==> src/design/encoder_bank_with_button_debounce_defines.svh <==
// Assertion macros for the encoder bank with button debounce.
// Included by files that carry concurrent assertions; no other dependencies.
`ifndef ENCODER_BANK_WITH_BUTTON_DEBOUNCE_DEFINES_SVH
`define ENCODER_BANK_WITH_BUTTON_DEBOUNCE_DEFINES_SVH

// same-cycle implication, disabled during reset
`define EBBD_ASSERT_NOW(label, clk, rst, ante, cons, msg) \
   label: assert property (@(posedge clk) disable iff (rst) (ante) |-> (cons)) \
      else $error(msg);

// next-cycle implication, disabled during reset
`define EBBD_ASSERT_NEXT(label, clk, rst, ante, cons, msg) \
   label: assert property (@(posedge clk) disable iff (rst) (ante) |=> (cons)) \
      else $error(msg);

`endif

==> src/design/ebbd_pkg.sv <==
// Shared constants, register codes and control types for the encoder bank.
// No dependencies; every other file but the assertion macro header imports it.
`timescale 1ns / 1ps

package ebbd_pkg;

   localparam int DEF_NUM_ENCODERS  = 3;
   localparam int DEF_COUNT_WIDTH   = 16;

   // lines per encoder in the sampled vector: A, B, switch
   localparam int LINES_PER_ENC     = 3;
   localparam int LINE_A            = 0;
   localparam int LINE_B            = 1;
   localparam int LINE_SW           = 2;

   localparam int MS_WIDTH          = 8;
   localparam int STEP_WIDTH        = 8;
   localparam int PERIOD_WIDTH      = 16;
   localparam int COUNT_VALUE_WIDTH = 16;
   localparam int CSR_INDEX_WIDTH   = 3;
   localparam int CSR_DATA_WIDTH    = 16;

   localparam logic [CSR_INDEX_WIDTH-1:0] CSR_DEBOUNCE_MS   = 3'd0;
   localparam logic [CSR_INDEX_WIDTH-1:0] CSR_LONG_PRESS    = 3'd1;
   localparam logic [CSR_INDEX_WIDTH-1:0] CSR_VF_THRESHOLD  = 3'd2;
   localparam logic [CSR_INDEX_WIDTH-1:0] CSR_VF_STEP       = 3'd3;
   localparam logic [CSR_INDEX_WIDTH-1:0] CSR_F_THRESHOLD   = 3'd4;
   localparam logic [CSR_INDEX_WIDTH-1:0] CSR_F_STEP        = 3'd5;
   localparam logic [CSR_INDEX_WIDTH-1:0] CSR_INVERT_MASK   = 3'd6;

   localparam logic REQ_TICK = 1'b0;
   localparam logic REQ_READ = 1'b1;

   localparam logic [MS_WIDTH-1:0]     RST_DEBOUNCE_MS  = 8'd20;
   localparam logic [PERIOD_WIDTH-1:0] RST_LONG_PRESS   = 16'd50;
   localparam logic [MS_WIDTH-1:0]     RST_VF_THRESHOLD = 8'd10;
   localparam logic [STEP_WIDTH-1:0]   RST_VF_STEP      = 8'd10;
   localparam logic [MS_WIDTH-1:0]     RST_F_THRESHOLD  = 8'd30;
   localparam logic [STEP_WIDTH-1:0]   RST_F_STEP       = 8'd4;

   typedef logic [MS_WIDTH-1:0] ms_type;

   // per-request strobes from the input stage to the state blocks
   typedef struct packed {
      logic tick;
      logic rd;
      logic clear;
   } ebbd_ctl_type;

   typedef struct packed {
      logic [MS_WIDTH-1:0]   vf_thr;
      logic [STEP_WIDTH-1:0] vf_step;
      logic [MS_WIDTH-1:0]   f_thr;
      logic [STEP_WIDTH-1:0] f_step;
   } ebbd_accel_type;

endpackage

==> src/design/ebbd_if.sv <==
// Request and result channel interfaces (valid/ready with payload).
// Depends on ebbd_pkg.
`timescale 1ns / 1ps

interface ebbd_req_if import ebbd_pkg::*; #(
   parameter int NUM_ENCODERS = DEF_NUM_ENCODERS,
   parameter int SEL_WIDTH    = (NUM_ENCODERS > 1) ? $clog2(NUM_ENCODERS) : 1
) ();
   logic                                  valid;
   logic                                  ready;
   logic                                  req_type;
   logic [LINES_PER_ENC*NUM_ENCODERS-1:0] line_vector;
   logic [MS_WIDTH-1:0]                   elapsed_ms;
   logic [SEL_WIDTH-1:0]                  encoder_select;
   logic                                  clear_count;

   modport source (output valid, req_type, line_vector, elapsed_ms, encoder_select,
                   clear_count, input ready);
   modport sink   (input valid, req_type, line_vector, elapsed_ms, encoder_select,
                   clear_count, output ready);
endinterface

interface ebbd_rsp_if import ebbd_pkg::*; #(
   parameter int NUM_ENCODERS = DEF_NUM_ENCODERS
) ();
   logic                                valid;
   logic                                ready;
   logic signed [COUNT_VALUE_WIDTH-1:0] count_value;
   logic [NUM_ENCODERS-1:0]             enc_changed;
   logic [NUM_ENCODERS-1:0]             step_up;
   logic [NUM_ENCODERS-1:0]             step_down;
   logic [NUM_ENCODERS-1:0]             step_accel;
   logic [NUM_ENCODERS-1:0]             btn_current;
   logic [NUM_ENCODERS-1:0]             btn_toggled;
   logic [NUM_ENCODERS-1:0]             btn_activated;
   logic [NUM_ENCODERS-1:0]             btn_short;
   logic [NUM_ENCODERS-1:0]             btn_long;
   logic [NUM_ENCODERS-1:0]             btn_changed;

   modport source (output valid, count_value, enc_changed, step_up, step_down, step_accel,
                   btn_current, btn_toggled, btn_activated, btn_short, btn_long,
                   btn_changed, input ready);
   modport sink   (input valid, count_value, enc_changed, step_up, step_down, step_accel,
                   btn_current, btn_toggled, btn_activated, btn_short, btn_long,
                   btn_changed, output ready);
endinterface

==> src/design/ebbd_encoders.sv <==
// Quadrature edge detection, accelerated step and count registers.
// Depends on ebbd_pkg.
`timescale 1ns / 1ps

module ebbd_encoders import ebbd_pkg::*; #(
   parameter int NUM_ENCODERS = DEF_NUM_ENCODERS,
   parameter int COUNT_WIDTH  = DEF_COUNT_WIDTH,
   parameter int SEL_WIDTH    = (NUM_ENCODERS > 1) ? $clog2(NUM_ENCODERS) : 1
) (
   input  logic                    clock,
   input  logic                    reset,
   input  ebbd_ctl_type            ctl,
   input  logic [NUM_ENCODERS-1:0] a_lines,
   input  logic [NUM_ENCODERS-1:0] b_lines,
   input  ms_type                  elapsed_ms,
   input  logic [SEL_WIDTH-1:0]    encoder_select,
   input  ebbd_accel_type          accel,
   input  logic [NUM_ENCODERS-1:0] invert_mask,
   output logic [COUNT_WIDTH-1:0]  count_out,
   output logic [NUM_ENCODERS-1:0] enc_changed,
   output logic [NUM_ENCODERS-1:0] step_up,
   output logic [NUM_ENCODERS-1:0] step_down,
   output logic [NUM_ENCODERS-1:0] step_accel
);

   logic [NUM_ENCODERS-1:0] prev_a_ff, prev_a_in;
   logic [NUM_ENCODERS-1:0] changed_ff, changed_in;
   logic [COUNT_WIDTH-1:0]  counts_ff [NUM_ENCODERS];
   logic [COUNT_WIDTH-1:0]  counts_in [NUM_ENCODERS];
   logic [NUM_ENCODERS-1:0] act;
   logic [STEP_WIDTH-1:0]   step;
   logic [COUNT_WIDTH-1:0]  step_ext;
   logic                    sel_ok;

   always_comb begin
      step = (elapsed_ms < accel.vf_thr) ? accel.vf_step :
             (elapsed_ms < accel.f_thr)  ? accel.f_step  : STEP_WIDTH'(1);
      step_ext = COUNT_WIDTH'(step);
      // active edge: A changed and now sits at the active level
      act = (a_lines ^ invert_mask) & (a_lines ^ prev_a_ff);
      sel_ok = (int'(encoder_select) < NUM_ENCODERS);

      prev_a_in   = prev_a_ff;
      changed_in  = changed_ff;
      counts_in   = counts_ff;
      count_out   = '0;
      enc_changed = changed_ff;
      step_up     = '0;
      step_down   = '0;
      step_accel  = '0;

      if (ctl.tick) begin
         step_up   = act & ~b_lines;
         step_down = act & b_lines;
         prev_a_in = a_lines;
         if (step > STEP_WIDTH'(1)) begin
            step_accel = step_up | step_down;
         end
         for (int i = 0; i < NUM_ENCODERS; i++) begin
            if (step_up[i]) begin
               counts_in[i] = counts_ff[i] + step_ext;
            end else if (step_down[i]) begin
               counts_in[i] = counts_ff[i] - step_ext;
            end
         end
         changed_in  = changed_ff | step_up | step_down;
         enc_changed = changed_in;
      end else if (ctl.rd && sel_ok) begin
         count_out = counts_ff[encoder_select];
         if (ctl.clear) begin
            counts_in[encoder_select] = '0;
         end
         changed_in[encoder_select] = 1'b0;
      end
   end

   always_ff @(posedge clock) begin
      if (reset) begin
         prev_a_ff  <= '0;
         changed_ff <= '0;
         for (int i = 0; i < NUM_ENCODERS; i++) begin
            counts_ff[i] <= '0;
         end
      end else begin
         prev_a_ff  <= prev_a_in;
         changed_ff <= changed_in;
         counts_ff  <= counts_in;
      end
   end

endmodule

==> src/design/ebbd_buttons.sv <==
// Switch debounce timer, long-press timer and button status flags.
// Depends on ebbd_pkg.
`timescale 1ns / 1ps

module ebbd_buttons import ebbd_pkg::*; #(
   parameter int NUM_ENCODERS = DEF_NUM_ENCODERS
) (
   input  logic                    clock,
   input  logic                    reset,
   input  ebbd_ctl_type            ctl,
   input  logic [NUM_ENCODERS-1:0] sw_lines,
   input  ms_type                  elapsed_ms,
   input  ms_type                  debounce_ms,
   input  logic [PERIOD_WIDTH-1:0] long_press_periods,
   output logic [NUM_ENCODERS-1:0] btn_current,
   output logic [NUM_ENCODERS-1:0] btn_toggled,
   output logic [NUM_ENCODERS-1:0] btn_activated,
   output logic [NUM_ENCODERS-1:0] btn_short,
   output logic [NUM_ENCODERS-1:0] btn_long,
   output logic [NUM_ENCODERS-1:0] btn_changed
);

   logic [NUM_ENCODERS-1:0] prev_raw_ff, prev_raw_in;
   logic [NUM_ENCODERS-1:0] stable_ff, stable_in;
   logic [NUM_ENCODERS-1:0] pattern_ff, pattern_in;
   logic [NUM_ENCODERS-1:0] changed_ff, changed_in;
   logic [NUM_ENCODERS-1:0] activated_ff, activated_in;
   logic [NUM_ENCODERS-1:0] toggled_ff, toggled_in;
   logic [NUM_ENCODERS-1:0] short_ff, short_in;
   logic [NUM_ENCODERS-1:0] long_ff, long_in;
   logic [MS_WIDTH-1:0]     db_timer_ff, db_timer_in;
   logic [PERIOD_WIDTH-1:0] lp_timer_ff, lp_timer_in;
   logic [MS_WIDTH-1:0]     db_next;
   logic [PERIOD_WIDTH-1:0] lp_dec;
   logic [NUM_ENCODERS-1:0] dif, rise, fall;

   always_comb begin
      prev_raw_in  = prev_raw_ff;
      stable_in    = stable_ff;
      pattern_in   = pattern_ff;
      changed_in   = changed_ff;
      activated_in = activated_ff;
      toggled_in   = toggled_ff;
      short_in     = short_ff;
      long_in      = long_ff;
      db_timer_in  = db_timer_ff;
      lp_timer_in  = lp_timer_ff;
      db_next      = db_timer_ff;
      lp_dec       = lp_timer_ff - PERIOD_WIDTH'(1);
      dif          = sw_lines ^ stable_ff;
      rise         = dif & sw_lines;
      fall         = dif & stable_ff;

      if (ctl.tick) begin
         if (sw_lines == prev_raw_ff) begin
            db_next = (db_timer_ff > elapsed_ms) ? db_timer_ff - elapsed_ms : '0;
         end else begin
            // raw lines moved: restart the debounce window
            db_next     = debounce_ms;
            prev_raw_in = sw_lines;
         end

         if (db_next == '0) begin
            db_timer_in  = debounce_ms;
            changed_in   = changed_ff | dif;
            activated_in = (activated_ff | rise) & ~fall;
            toggled_in   = toggled_ff ^ rise;
            stable_in    = sw_lines;
            if (dif != '0) begin
               lp_timer_in = long_press_periods;
               short_in    = (short_ff | (fall & ~pattern_ff)) & ~rise;
               long_in     = long_ff & ~fall;
               pattern_in  = pattern_ff & ~fall;
            end else if (lp_timer_ff != '0) begin
               lp_timer_in = lp_dec;
               if (lp_dec == '0) begin
                  pattern_in = sw_lines;
                  long_in    = long_ff | sw_lines;
                  short_in   = short_ff & ~sw_lines;
               end
            end
         end else begin
            db_timer_in = db_next;
         end
      end

      btn_current   = stable_in;
      btn_toggled   = toggled_in;
      btn_activated = activated_in;
      btn_short     = short_in;
      btn_long      = long_in;
      btn_changed   = ctl.rd ? changed_ff : changed_in;
      // a read consumes the change flags
      if (ctl.rd) begin
         changed_in = '0;
      end
   end

   always_ff @(posedge clock) begin
      if (reset) begin
         prev_raw_ff  <= '0;
         stable_ff    <= '0;
         pattern_ff   <= '0;
         changed_ff   <= '0;
         activated_ff <= '0;
         toggled_ff   <= '0;
         short_ff     <= '0;
         long_ff      <= '0;
         db_timer_ff  <= RST_DEBOUNCE_MS;
         lp_timer_ff  <= RST_LONG_PRESS;
      end else begin
         prev_raw_ff  <= prev_raw_in;
         stable_ff    <= stable_in;
         pattern_ff   <= pattern_in;
         changed_ff   <= changed_in;
         activated_ff <= activated_in;
         toggled_ff   <= toggled_in;
         short_ff     <= short_in;
         long_ff      <= long_in;
         db_timer_ff  <= db_timer_in;
         lp_timer_ff  <= lp_timer_in;
      end
   end

endmodule

==> src/design/encoder_bank_with_button_debounce.sv <==
// Channel     | Dir | Handshake        | Payload
// req_chan    | in  | valid/ready      | req_type, line_vector, elapsed_ms, encoder_select,
//             |     |                  | clear_count
// rsp_chan    | out | valid/ready      | count_value, enc_changed, step_up, step_down,
//             |     |                  | step_accel, btn_*
// csr_*       | in  | write enable     | csr_index, csr_wdata
//
// One request per cycle unless the result register stalls; a taken request passes through
// the input register, then the result register fed by the encoder and button logic.
// Encoder and button state update in the cycle a request moves into the result register.
// A stalled result holds; one further request waits in the input register.
// Synchronous reset clears the valid flags and the encoder and button state and loads the register defaults at once.
`timescale 1ns / 1ps
`include "encoder_bank_with_button_debounce_defines.svh"

module encoder_bank_with_button_debounce import ebbd_pkg::*; #(
   parameter int NUM_ENCODERS = DEF_NUM_ENCODERS,
   parameter int COUNT_WIDTH  = DEF_COUNT_WIDTH
) (
   input  logic                       clock,
   input  logic                       reset,
   input  logic                       csr_we,
   input  logic [CSR_INDEX_WIDTH-1:0] csr_index,
   input  logic [CSR_DATA_WIDTH-1:0]  csr_wdata,
   ebbd_req_if.sink                   req_chan,
   ebbd_rsp_if.source                 rsp_chan
);

   localparam int SEL_WIDTH = (NUM_ENCODERS > 1) ? $clog2(NUM_ENCODERS) : 1;
   localparam int NUM_LINES = LINES_PER_ENC * NUM_ENCODERS;

   // configuration registers
   ms_type                  debounce_ms_ff;
   logic [PERIOD_WIDTH-1:0] long_press_ff;
   ebbd_accel_type          accel_ff;
   logic [NUM_ENCODERS-1:0] invert_mask_ff;

   // input stage
   logic                    in_valid_ff, in_valid_in;
   logic                    req_type_ff;
   logic [NUM_LINES-1:0]    line_ff;
   ms_type                  elapsed_ff;
   logic [SEL_WIDTH-1:0]    sel_ff;
   logic                    clear_ff;

   // result stage
   logic                                out_valid_ff, out_valid_in;
   logic signed [COUNT_VALUE_WIDTH-1:0] count_value_ff;
   logic [NUM_ENCODERS-1:0] enc_changed_ff, step_up_ff, step_down_ff, step_accel_ff;
   logic [NUM_ENCODERS-1:0] btn_current_ff, btn_toggled_ff, btn_activated_ff;
   logic [NUM_ENCODERS-1:0] btn_short_ff, btn_long_ff, btn_changed_ff;

   logic                    advance;
   logic                    req_take;
   ebbd_ctl_type            ctl;
   logic [NUM_ENCODERS-1:0] a_lines, b_lines, sw_lines;
   logic [COUNT_WIDTH-1:0]  count_out;
   logic [COUNT_WIDTH+COUNT_VALUE_WIDTH-1:0] count_wide;
   logic [NUM_ENCODERS-1:0] enc_changed, step_up, step_down, step_accel;
   logic [NUM_ENCODERS-1:0] btn_current, btn_toggled, btn_activated;
   logic [NUM_ENCODERS-1:0] btn_short, btn_long, btn_changed;

   always_ff @(posedge clock) begin
      if (reset) begin
         debounce_ms_ff  <= RST_DEBOUNCE_MS;
         long_press_ff   <= RST_LONG_PRESS;
         accel_ff.vf_thr  <= RST_VF_THRESHOLD;
         accel_ff.vf_step <= RST_VF_STEP;
         accel_ff.f_thr   <= RST_F_THRESHOLD;
         accel_ff.f_step  <= RST_F_STEP;
         invert_mask_ff  <= '0;
      end else if (csr_we) begin
         unique case (csr_index)
            CSR_DEBOUNCE_MS:  debounce_ms_ff   <= csr_wdata[MS_WIDTH-1:0];
            CSR_LONG_PRESS:   long_press_ff    <= csr_wdata[PERIOD_WIDTH-1:0];
            CSR_VF_THRESHOLD: accel_ff.vf_thr  <= csr_wdata[MS_WIDTH-1:0];
            CSR_VF_STEP:      accel_ff.vf_step <= csr_wdata[STEP_WIDTH-1:0];
            CSR_F_THRESHOLD:  accel_ff.f_thr   <= csr_wdata[MS_WIDTH-1:0];
            CSR_F_STEP:       accel_ff.f_step  <= csr_wdata[STEP_WIDTH-1:0];
            CSR_INVERT_MASK:  invert_mask_ff   <= csr_wdata[NUM_ENCODERS-1:0];
            default: begin
               // unmapped index: drop the write
            end
         endcase
      end
   end

   // move the held request on whenever the result register is free or draining
   assign advance        = in_valid_ff && (!out_valid_ff || rsp_chan.ready);
   assign req_chan.ready = !in_valid_ff || advance;
   assign req_take       = req_chan.valid && req_chan.ready;
   assign in_valid_in    = req_take || (in_valid_ff && !advance);
   assign out_valid_in   = advance || (out_valid_ff && !rsp_chan.ready);

   always_ff @(posedge clock) begin
      if (reset) begin
         in_valid_ff  <= 1'b0;
         out_valid_ff <= 1'b0;
      end else begin
         in_valid_ff  <= in_valid_in;
         out_valid_ff <= out_valid_in;
      end
   end

   always_ff @(posedge clock) begin
      if (req_take) begin
         req_type_ff <= req_chan.req_type;
         line_ff     <= req_chan.line_vector;
         elapsed_ff  <= req_chan.elapsed_ms;
         sel_ff      <= req_chan.encoder_select;
         clear_ff    <= req_chan.clear_count;
      end
   end

   always_comb begin
      ctl.tick  = advance && (req_type_ff == REQ_TICK);
      ctl.rd    = advance && (req_type_ff == REQ_READ);
      ctl.clear = clear_ff;
      for (int i = 0; i < NUM_ENCODERS; i++) begin
         a_lines[i]  = line_ff[LINES_PER_ENC*i + LINE_A];
         b_lines[i]  = line_ff[LINES_PER_ENC*i + LINE_B];
         sw_lines[i] = line_ff[LINES_PER_ENC*i + LINE_SW];
      end
   end

   ebbd_encoders #(
      .NUM_ENCODERS (NUM_ENCODERS),
      .COUNT_WIDTH  (COUNT_WIDTH),
      .SEL_WIDTH    (SEL_WIDTH)
   ) u_encoders (
      .clock          (clock),
      .reset          (reset),
      .ctl            (ctl),
      .a_lines        (a_lines),
      .b_lines        (b_lines),
      .elapsed_ms     (elapsed_ff),
      .encoder_select (sel_ff),
      .accel          (accel_ff),
      .invert_mask    (invert_mask_ff),
      .count_out      (count_out),
      .enc_changed    (enc_changed),
      .step_up        (step_up),
      .step_down      (step_down),
      .step_accel     (step_accel)
   );

   ebbd_buttons #(
      .NUM_ENCODERS (NUM_ENCODERS)
   ) u_buttons (
      .clock              (clock),
      .reset              (reset),
      .ctl                (ctl),
      .sw_lines           (sw_lines),
      .elapsed_ms         (elapsed_ff),
      .debounce_ms        (debounce_ms_ff),
      .long_press_periods (long_press_ff),
      .btn_current        (btn_current),
      .btn_toggled        (btn_toggled),
      .btn_activated      (btn_activated),
      .btn_short          (btn_short),
      .btn_long           (btn_long),
      .btn_changed        (btn_changed)
   );

   // count is reported as its low bits, zero-filled when narrower
   assign count_wide = {{COUNT_VALUE_WIDTH{1'b0}}, count_out};

   always_ff @(posedge clock) begin
      if (advance) begin
         count_value_ff   <= count_wide[COUNT_VALUE_WIDTH-1:0];
         enc_changed_ff   <= enc_changed;
         step_up_ff       <= step_up;
         step_down_ff     <= step_down;
         step_accel_ff    <= step_accel;
         btn_current_ff   <= btn_current;
         btn_toggled_ff   <= btn_toggled;
         btn_activated_ff <= btn_activated;
         btn_short_ff     <= btn_short;
         btn_long_ff      <= btn_long;
         btn_changed_ff   <= btn_changed;
      end
   end

   assign rsp_chan.valid         = out_valid_ff;
   assign rsp_chan.count_value   = count_value_ff;
   assign rsp_chan.enc_changed   = enc_changed_ff;
   assign rsp_chan.step_up       = step_up_ff;
   assign rsp_chan.step_down     = step_down_ff;
   assign rsp_chan.step_accel    = step_accel_ff;
   assign rsp_chan.btn_current   = btn_current_ff;
   assign rsp_chan.btn_toggled   = btn_toggled_ff;
   assign rsp_chan.btn_activated = btn_activated_ff;
   assign rsp_chan.btn_short     = btn_short_ff;
   assign rsp_chan.btn_long      = btn_long_ff;
   assign rsp_chan.btn_changed   = btn_changed_ff;

   `EBBD_ASSERT_NEXT(a_take_fills_stage, clock, reset, req_take, in_valid_ff,
      "accepted request did not reach the input register")
   `EBBD_ASSERT_NEXT(a_advance_fills_result, clock, reset, advance, out_valid_ff,
      "processed request did not reach the result register")
   `EBBD_ASSERT_NOW(a_no_up_and_down, clock, reset, out_valid_ff,
      (step_up_ff & step_down_ff) == '0, "encoder stepped up and down together")
   `EBBD_ASSERT_NEXT(a_read_no_steps, clock, reset, ctl.rd,
      (step_up_ff | step_down_ff | step_accel_ff) == '0, "read result reports steps")

endmodule

==> src/flat_wrapper.sv <==
// flat-port wrapper written by rule: the top's interface ports become plain ports
module encoder_bank_with_button_debounce_flat import ebbd_pkg::*;
#(
   parameter int NUM_ENCODERS = DEF_NUM_ENCODERS,
   parameter int COUNT_WIDTH  = DEF_COUNT_WIDTH
)
  (clock, reset, csr_we, csr_index, csr_wdata, req_chan_valid, req_chan_req_type, req_chan_line_vector, req_chan_elapsed_ms, req_chan_encoder_select, req_chan_clear_count, req_chan_ready, rsp_chan_valid, rsp_chan_count_value, rsp_chan_enc_changed, rsp_chan_step_up, rsp_chan_step_down, rsp_chan_step_accel, rsp_chan_btn_current, rsp_chan_btn_toggled, rsp_chan_btn_activated, rsp_chan_btn_short, rsp_chan_btn_long, rsp_chan_btn_changed, rsp_chan_ready);
  ebbd_req_if #(.NUM_ENCODERS(NUM_ENCODERS)) req_chan_i ();
  ebbd_rsp_if #(.NUM_ENCODERS(NUM_ENCODERS)) rsp_chan_i ();
  input  logic clock;
  input  logic reset;
  input  logic csr_we;
  input  logic [CSR_INDEX_WIDTH-1:0] csr_index;
  input  logic [CSR_DATA_WIDTH-1:0] csr_wdata;
  input wire logic [$bits(req_chan_i.valid)-1:0] req_chan_valid;
  input wire logic [$bits(req_chan_i.req_type)-1:0] req_chan_req_type;
  input wire logic [$bits(req_chan_i.line_vector)-1:0] req_chan_line_vector;
  input wire logic [$bits(req_chan_i.elapsed_ms)-1:0] req_chan_elapsed_ms;
  input wire logic [$bits(req_chan_i.encoder_select)-1:0] req_chan_encoder_select;
  input wire logic [$bits(req_chan_i.clear_count)-1:0] req_chan_clear_count;
  output wire logic [$bits(req_chan_i.ready)-1:0] req_chan_ready;
  output wire logic [$bits(rsp_chan_i.valid)-1:0] rsp_chan_valid;
  output wire logic [$bits(rsp_chan_i.count_value)-1:0] rsp_chan_count_value;
  output wire logic [$bits(rsp_chan_i.enc_changed)-1:0] rsp_chan_enc_changed;
  output wire logic [$bits(rsp_chan_i.step_up)-1:0] rsp_chan_step_up;
  output wire logic [$bits(rsp_chan_i.step_down)-1:0] rsp_chan_step_down;
  output wire logic [$bits(rsp_chan_i.step_accel)-1:0] rsp_chan_step_accel;
  output wire logic [$bits(rsp_chan_i.btn_current)-1:0] rsp_chan_btn_current;
  output wire logic [$bits(rsp_chan_i.btn_toggled)-1:0] rsp_chan_btn_toggled;
  output wire logic [$bits(rsp_chan_i.btn_activated)-1:0] rsp_chan_btn_activated;
  output wire logic [$bits(rsp_chan_i.btn_short)-1:0] rsp_chan_btn_short;
  output wire logic [$bits(rsp_chan_i.btn_long)-1:0] rsp_chan_btn_long;
  output wire logic [$bits(rsp_chan_i.btn_changed)-1:0] rsp_chan_btn_changed;
  input wire logic [$bits(rsp_chan_i.ready)-1:0] rsp_chan_ready;
  assign req_chan_i.valid = req_chan_valid;
  assign req_chan_i.req_type = req_chan_req_type;
  assign req_chan_i.line_vector = req_chan_line_vector;
  assign req_chan_i.elapsed_ms = req_chan_elapsed_ms;
  assign req_chan_i.encoder_select = req_chan_encoder_select;
  assign req_chan_i.clear_count = req_chan_clear_count;
  assign req_chan_ready = req_chan_i.ready;
  assign rsp_chan_valid = rsp_chan_i.valid;
  assign rsp_chan_count_value = rsp_chan_i.count_value;
  assign rsp_chan_enc_changed = rsp_chan_i.enc_changed;
  assign rsp_chan_step_up = rsp_chan_i.step_up;
  assign rsp_chan_step_down = rsp_chan_i.step_down;
  assign rsp_chan_step_accel = rsp_chan_i.step_accel;
  assign rsp_chan_btn_current = rsp_chan_i.btn_current;
  assign rsp_chan_btn_toggled = rsp_chan_i.btn_toggled;
  assign rsp_chan_btn_activated = rsp_chan_i.btn_activated;
  assign rsp_chan_btn_short = rsp_chan_i.btn_short;
  assign rsp_chan_btn_long = rsp_chan_i.btn_long;
  assign rsp_chan_btn_changed = rsp_chan_i.btn_changed;
  assign rsp_chan_i.ready = rsp_chan_ready;
  encoder_bank_with_button_debounce #(.NUM_ENCODERS(NUM_ENCODERS), .COUNT_WIDTH(COUNT_WIDTH)) u_core (.clock(clock), .reset(reset), .csr_we(csr_we), .csr_index(csr_index), .csr_wdata(csr_wdata), .req_chan(req_chan_i), .rsp_chan(rsp_chan_i));
endmodule
==> config.mk <==
export PLATFORM = sky130hd
export DESIGN_NAME = encoder_bank_with_button_debounce_flat
export DESIGN_NICKNAME = d
export VERILOG_FILES = /design/src/design/ebbd_pkg.sv /design/src/design/ebbd_if.sv /design/src/design/ebbd_encoders.sv /design/src/design/ebbd_buttons.sv /design/src/design/encoder_bank_with_button_debounce.sv /design/src/flat_wrapper.sv
export VERILOG_INCLUDE_DIRS = /design/src /design/src/design
export SDC_FILE = /design/constraint.sdc
export NUM_CORES = 1
export LEC_CHECK = 0
export BUFFER_PORTS_ARGS = -buffer_cell sky130_fd_sc_hd__buf_2
export CORE_MARGIN = 2
export CORE_UTILIZATION = 50
export CTS_CLUSTER_SIZE = 30
export DETAILED_ROUTE_END_ITERATION = 8
export GPL_ROUTABILITY_DRIVEN = 0
export PLACE_DENSITY_LB_ADDON = 0.1
export SKIP_LAST_GASP = 1
export SYNTH_ARGS = -nofsm -noshare
export SYNTH_HDL_FRONTEND = slang
export SYNTH_SLANG_ARGS = --single-unit
==> constraint.sdc <==
create_clock -name clock -period 4.9 [get_ports clock]
set_input_delay 0.245 -clock clock [delete_from_list [all_inputs] [get_ports clock]]
set_output_delay 0.245 -clock clock [all_outputs]
set_load 0.05 [all_outputs]
==> impl_metrics.toml, run 1 <==
[timing]
fmaxAchievable_mhz = 214
finalSetupTns_ns = 0
worst_hold_slack_ns = 0.0211
drv_slew = 0
fin_skew_ns = 0.0146
finalSetupViolations = 0
period_share = 0.954
period_minus_slack_ns = 4.67
max_slew_margin = 0.210
hold_viol = 0
worstMarginPinSlew_ns = 1.19

[yosys]
synth_area_per_cell_um2 = 8.74
syn_nets = 1600
ys_seq_area_frac = 0.411
synth_cells = 1469
synth_edf_count = 67
syn_area_um2 = 12800
yosysWarnings = 0
ys_seq_elements = 230
synthArstFlopShare = 0
synth_flop_cell = "dfxtp_1"
synth.distinct_cells = 75

[placed_design]
dp_hpwl_um = 24500
post_dp_cell_area_um2 = 13900
io_buffers = 92

[grt]
first_global_vias = 10600
antenna_found_initial = 0
grt_pass1_wl_um = 55900
grtUsageTotal = 0.259
grt_overflow_total = 0
grt_max_degree = 77

[worst_setup_path]
cp-start-kind = "flip-flop"
cp_max_fo = 6
crit_path_end_kind = "flip-flop"
cp_data_arrival_time_ns = 5.10
crit_required_ns = 5.33
worst-setup-path-type = "reg2reg"

[cells_and_area]
area_delta_synth_final_pct = 18.5
fin_area_um2 = 15200
diodes = 0
final_util = 0.604
n_fill_cell = 2231
layout-drive-gt1-share = 0.148
num-nets-final = 1744

[clocking]
clk_pin_slew_ns = 0.06
cts_buffers = 26
htreeDepth = 1
clock_sinks = 230
clockBufferDepth = 3
cts.root.buffer_cell = "clkbuf_16"
cts_tree = "yes"
clk-insertion-delay-late_ns = 0.55

[pwr]
p_leak_nw = 6.09
max-vdd-ir-drop_mv = 0.289
powerDensity_nw_per_um2 = 320

[floorplanning]
die-area_um2 = 27000
die_x_um = 164
die_h_um = 164
core_area_um2 = 25200
io_pins = 93
num_rows = 58
start_util = 0.510

[detailed_routing]
wire_per_inst_um = 17.9
drtPass1Iterations = 7
via_per_inst = 5.81
antenna_left = 0
vias = 11400
wirelength_um = 35100
initialDrtViolationCount = 982
drc = 0

[job]
drv_cap = 0

[hold_path]
holdCritPathClass = "in2reg"

[run_status]
status = "finished, final reports clean"
-- through the flow --
stage          power (mW)  std cells  worst slack (ns)
3_3_place_gp         2.88       1878           -0.0174
3_5_place_dp         2.90       1878           -0.0836
6_report             4.86       1963             0.228
5_1_grt              5.07       1963           -0.0593
4_1_cts              4.87       1956           0.00197
2_1_floorplan        2.65       1469           -0.0145
-- area by class of cell --
cell class              instances  area [µm²]  share of cell area
inverters                      56         210              0.0138
multi-input cells            1110        7200               0.473
flip-flops and latches        230        5280               0.347
repair buffers                189        1270              0.0833
clock inverters                 9         113             0.00741
clock buffers                  39         729              0.0480
well taps                     330         413              0.0272
-- final timing paths --
kind                                    start                                            to  slack, ns  cells past startpoint
min reg2reg  u_core.accel_ff[30]$_SDFFE_PP0P_              u_core.accel_ff[30]$_SDFFE_PP0P_       0.46                      2
max reg2reg    u_core.elapsed_ff[1]$_DFFE_PP_  u_core.u_encoders.counts_ff[14]$_SDFFE_PP0P_       0.23                     20
max            u_core.elapsed_ff[1]$_DFFE_PP_  u_core.u_encoders.counts_ff[14]$_SDFFE_PP0P_       0.23                     20
min                              csr_wdata[4]              u_core.accel_ff[28]$_SDFFE_PP0P_       0.02                      3
-- synth_stat cells (13+ instances only) --
master	instances	share of area
xnor2_1	39	0.027
nor3_1	30	0.012
o21ai_0	37	0.014
and3_1	13	0.0063
clkbuf_1	65	0.019
ha_1	82	0.080
dfxtp_1	163	0.25
o31ai_1	18	0.011
nor2b_1	13	0.0063
and2_1	15	0.0073
a22oi_1	43	0.025
a21oi_1	144	0.056
a211oi_1	14	0.0082
o211ai_1	29	0.017
a21o_1	23	0.013
nand2_1	156	0.046
mux2i_1	38	0.030
nor2_1	185	0.054
xor2_1	14	0.0096
or3_1	16	0.0078
edfxtp_1	67	0.16
nand3_1	39	0.015
inv_1	56	0.016
-- worst max-delay path, stage by stage, from the launching register on --
cell and delay, ns:
edfxtp_1 0.42, ha_1 0.31, a21o_1 0.17, a21oi_2 0.13, o211ai_1 0.12, a21o_1 0.21, or3_1 0.31, o21a_1 0.15
inv_1 0.09, ha_2 0.20, o311a_4 0.23, and3b_2 0.21, nor2_1 0.07, ha_1 0.31, a21o_1 0.15, a21o_1 0.20
a2111o_1 0.35, a32o_2 0.29, o41ai_2 0.32, mux2i_1 0.11, a31o_2 0.21
-- logic make-up after synthesis --
family | synth area share
simple gates | 0.195
mux | 0.0305
fa+ha+maj | 0.0862
xor+xnor | 0.0362
compound gates | 0.202
flops | 0.411
buf+inv | 0.0390
-- registers in the layout (all words and copies together) (netlist names), 9 cells and up --
name                          cells
u_core.rsp_chan.count_value      16
u_core.u_encoders.counts_ff      48
u_core.u_buttons.lp_timer_ff     16
u_core.accel_ff                  32
u_core.line_ff                    9
u_core.long_press_ff             16
-- cells in the final DEF, fill, tap and decap left out, drive strengths merged, types with 38 or more instances in the layout --
cell type,instances
dfxtp,163
ha,82
inv,57
mux2i,38
buf,159
edfxtp,67
o21ai,39
nand3,39
a22oi,43
a21oi,144
nand2,157
nor2,186
xnor2,39
clkbuf,39
-- metal layers --
layer | part of all wire | global-route usage | vias up
li1 | - | - | 5624
met1 | 0.48 | 0.378 | 5424
met2 | 0.45 | 0.414 | 326
met3 | 0.057 | 0.0247 | 39
met4 | 0.016 | 0.0586 | 0
met5 | 0 | 0 | -
-- what timing repair did --
action                     CTS  global route
buffers inserted             0             7
hold endpoints to repair    30             0
resized for setup            2            19
hold buffers                30             0
pin swaps                    0            11
setup endpoints to repair    3            11
-- power by group --
| part | internal (mW) | total [mW] | switching, mW | leakage (nW) |
|---|---|---|---|---|
| combinational | 0.344 | 0.851 | 0.507 | 3.71 |
| sequential | 2.02 | 2.06 | 0.0456 | 1.97 |
| clock | 1.14 | 1.95 | 0.814 | 0.407 |
No activity file was read; power rests on OpenSTA's default activity.
==> run 2: changes to the inputs <==
Clock period 4.9 ns to 5.6 ns, I/O delays scaled along.
==> run 2 against run 1 <==
Design area down 2.6%. Global-route usage down 0.28 points. Final cell count down 2.0%. Wire length is 1.9% lower. Largest power group unchanged.
==> impl_metrics.toml, run 2 (same netlist as run 1, synthesis figures left out) <==
[pwr]
power.total_mw = 4.18
p_leak_nw = 5.89
max-vdd-ir-drop_mv = 0.276
powerDensity_nw_per_um2 = 282

[grt]
grt_max_degree = 82
grt_pass1_wl_um = 55400
grtUsageTotal = 0.256
antenna_found_initial = 1
grt_overflow_total = 0
first_global_vias = 10700

[worst_setup_path]
cp-start-kind = "flip-flop"
cp_data_arrival_time_ns = 5.67
crit_path_end_kind = "flip-flop"
r2r_setup_slack_ns = 0.37
cp_max_fo = 10
crit_required_ns = 6.04
worst-setup-path-type = "reg2reg"

[floorplanning]
die-area_um2 = 27000
num_rows = 58
die_x_um = 164
die_h_um = 164
io_pins = 93
start_util = 0.510
core_area_um2 = 25200

[placed_design]
dp_hpwl_um = 23700
pre_cts_ws_ns = -0.0493
dp.cells = 1846
io_buffers = 92

[timing]
hold_viol = 0
worstMarginPinSlew_ns = 1.13
rsz0062_at_grt = "false"
period_share = 0.934
fmaxAchievable_mhz = 191
worst_slack_ns = 0.369
worst_hold_slack_ns = 0.0548
max_slew_margin = 0.249
finalSetupTns_ns = 0
drv_slew = 0
period_minus_slack_ns = 5.23
finalSetupViolations = 0
fin_skew_ns = 0.0231

[detailed_routing]
initialDrtViolationCount = 815
vias = 11200
drtPass1Iterations = 5
wire_per_inst_um = 17.9
antenna_left = 0
wirelength_um = 34400
drc = 0
via_per_inst = 5.82

[cells_and_area]
layout-drive-gt1-share = 0.121
num-nets-final = 1705
largest_register = "u_core.u_encoders.counts_ff"
mostFrequentLayoutCell = "nor2_1"
area_delta_synth_final_pct = 15.5
n_fill_cell = 2256
diodes = 0
fin_cells = 1923
largest_register_ffs = 48
reg_top3 = "u_core.u_encoders.counts_ff x48, u_core.accel_ff x32"
mostFrequentLayoutCells = "184 x nor2_1, 163 x dfxtp_1, 156 x nand2_1, 144 x a21oi_1, 91 x buf_2"

[clocking]
cts_buffers = 26
clk_pin_slew_ns = 0.06
htreeDepth = 1
clockBufferDepth = 3
clock_sinks = 230
cts_tree = "yes"
clk-insertion-delay-late_ns = 0.55
cts.root.buffer_cell = "clkbuf_16"

[hold_path]
holdCritPathClass = "in2reg"

[job]
drv_cap = 0

[run_status]
status = "finished, final reports clean"
-- run 2: where the power goes --
| part | total [mW] | internal, mW | switching (mW) |
|---|---|---|---|
| registers | 1.80 | 1.76 | 0.0362 |
| logic | 0.689 | 0.260 | 0.429 |
| clock network | 1.69 | 0.998 | 0.688 |
| total | 4.18 | 3.02 | 1.15 |
-- run 2: path summary, 6_finish.rpt --
kind         cells after the start                             start                                           end
max                             20    u_core.elapsed_ff[1]$_DFFE_PP_  u_core.u_encoders.counts_ff[14]$_SDFFE_PP0P_
min                              3                      csr_wdata[5]              u_core.accel_ff[21]$_SDFFE_PP0P_
max reg2reg                     20    u_core.elapsed_ff[1]$_DFFE_PP_  u_core.u_encoders.counts_ff[14]$_SDFFE_PP0P_
min reg2reg                      2  u_core.accel_ff[28]$_SDFFE_PP0P_              u_core.accel_ff[28]$_SDFFE_PP0P_
-- run 2: critical path, cell delays in order, from the launching register on --
cell and delay [ns]:
edfxtp_1 0.43, ha_1 0.31, a21o_1 0.16, a21oi_1 0.20, o211ai_1 0.16, a21o_1 0.31
or3_1 0.34, o21a_1 0.19, inv_1 0.10, ha_1 0.21, o311a_2 0.33, and3b_1 0.32
nor2_1 0.12, ha_1 0.35, a21o_1 0.17, a21o_1 0.21, a2111o_1 0.35, a32o_1 0.28
o41ai_2 0.26, mux2i_1 0.12, a31o_2 0.21
-- run 2: through the flow --
step           cell area [µm²]   util
2_1_floorplan            12800      -
3_3_place_gp             13600  0.542
3_5_place_dp             13600  0.542
4_1_cts                  14800  0.587
5_1_grt                  14800  0.588
6_report                 14800  0.588
-- run 2: layout make-up --
| cell class | instances | area (µm²) | area share |
|---|---|---|---|
| flip-flops and latches | 230 | 5280 | 0.356 |
| well taps | 330 | 413 | 0.0279 |
| multi-input cells | 1110 | 7100 | 0.479 |
| repair buffers | 150 | 973 | 0.0657 |
| inverters | 56 | 210 | 0.0142 |
| clock inverters | 11 | 116 | 0.00785 |
| clock buffers | 36 | 728 | 0.0491 |
-- run 2: repair_timing --
action / 4_1_cts / 5_1_grt
hold endpoints to repair: 30 / 0
endpoints found under the setup margin: 1 / 9
resized for setup: 1 / 7
pin swaps: 0 / 0
hold buffers: 30 / 0
cloned: 0 / 0
setup buffers: 0 / 0
-- run 2: layer usage --
metal | up-vias | track usage | part of all wire
li1 | 5560 | - | -
met5 | - | 0 | 0
met4 | 0 | 0.0630 | 0.017
met2 | 288 | 0.415 | 0.45
met1 | 5303 | 0.360 | 0.48
met3 | 43 | 0.0364 | 0.057
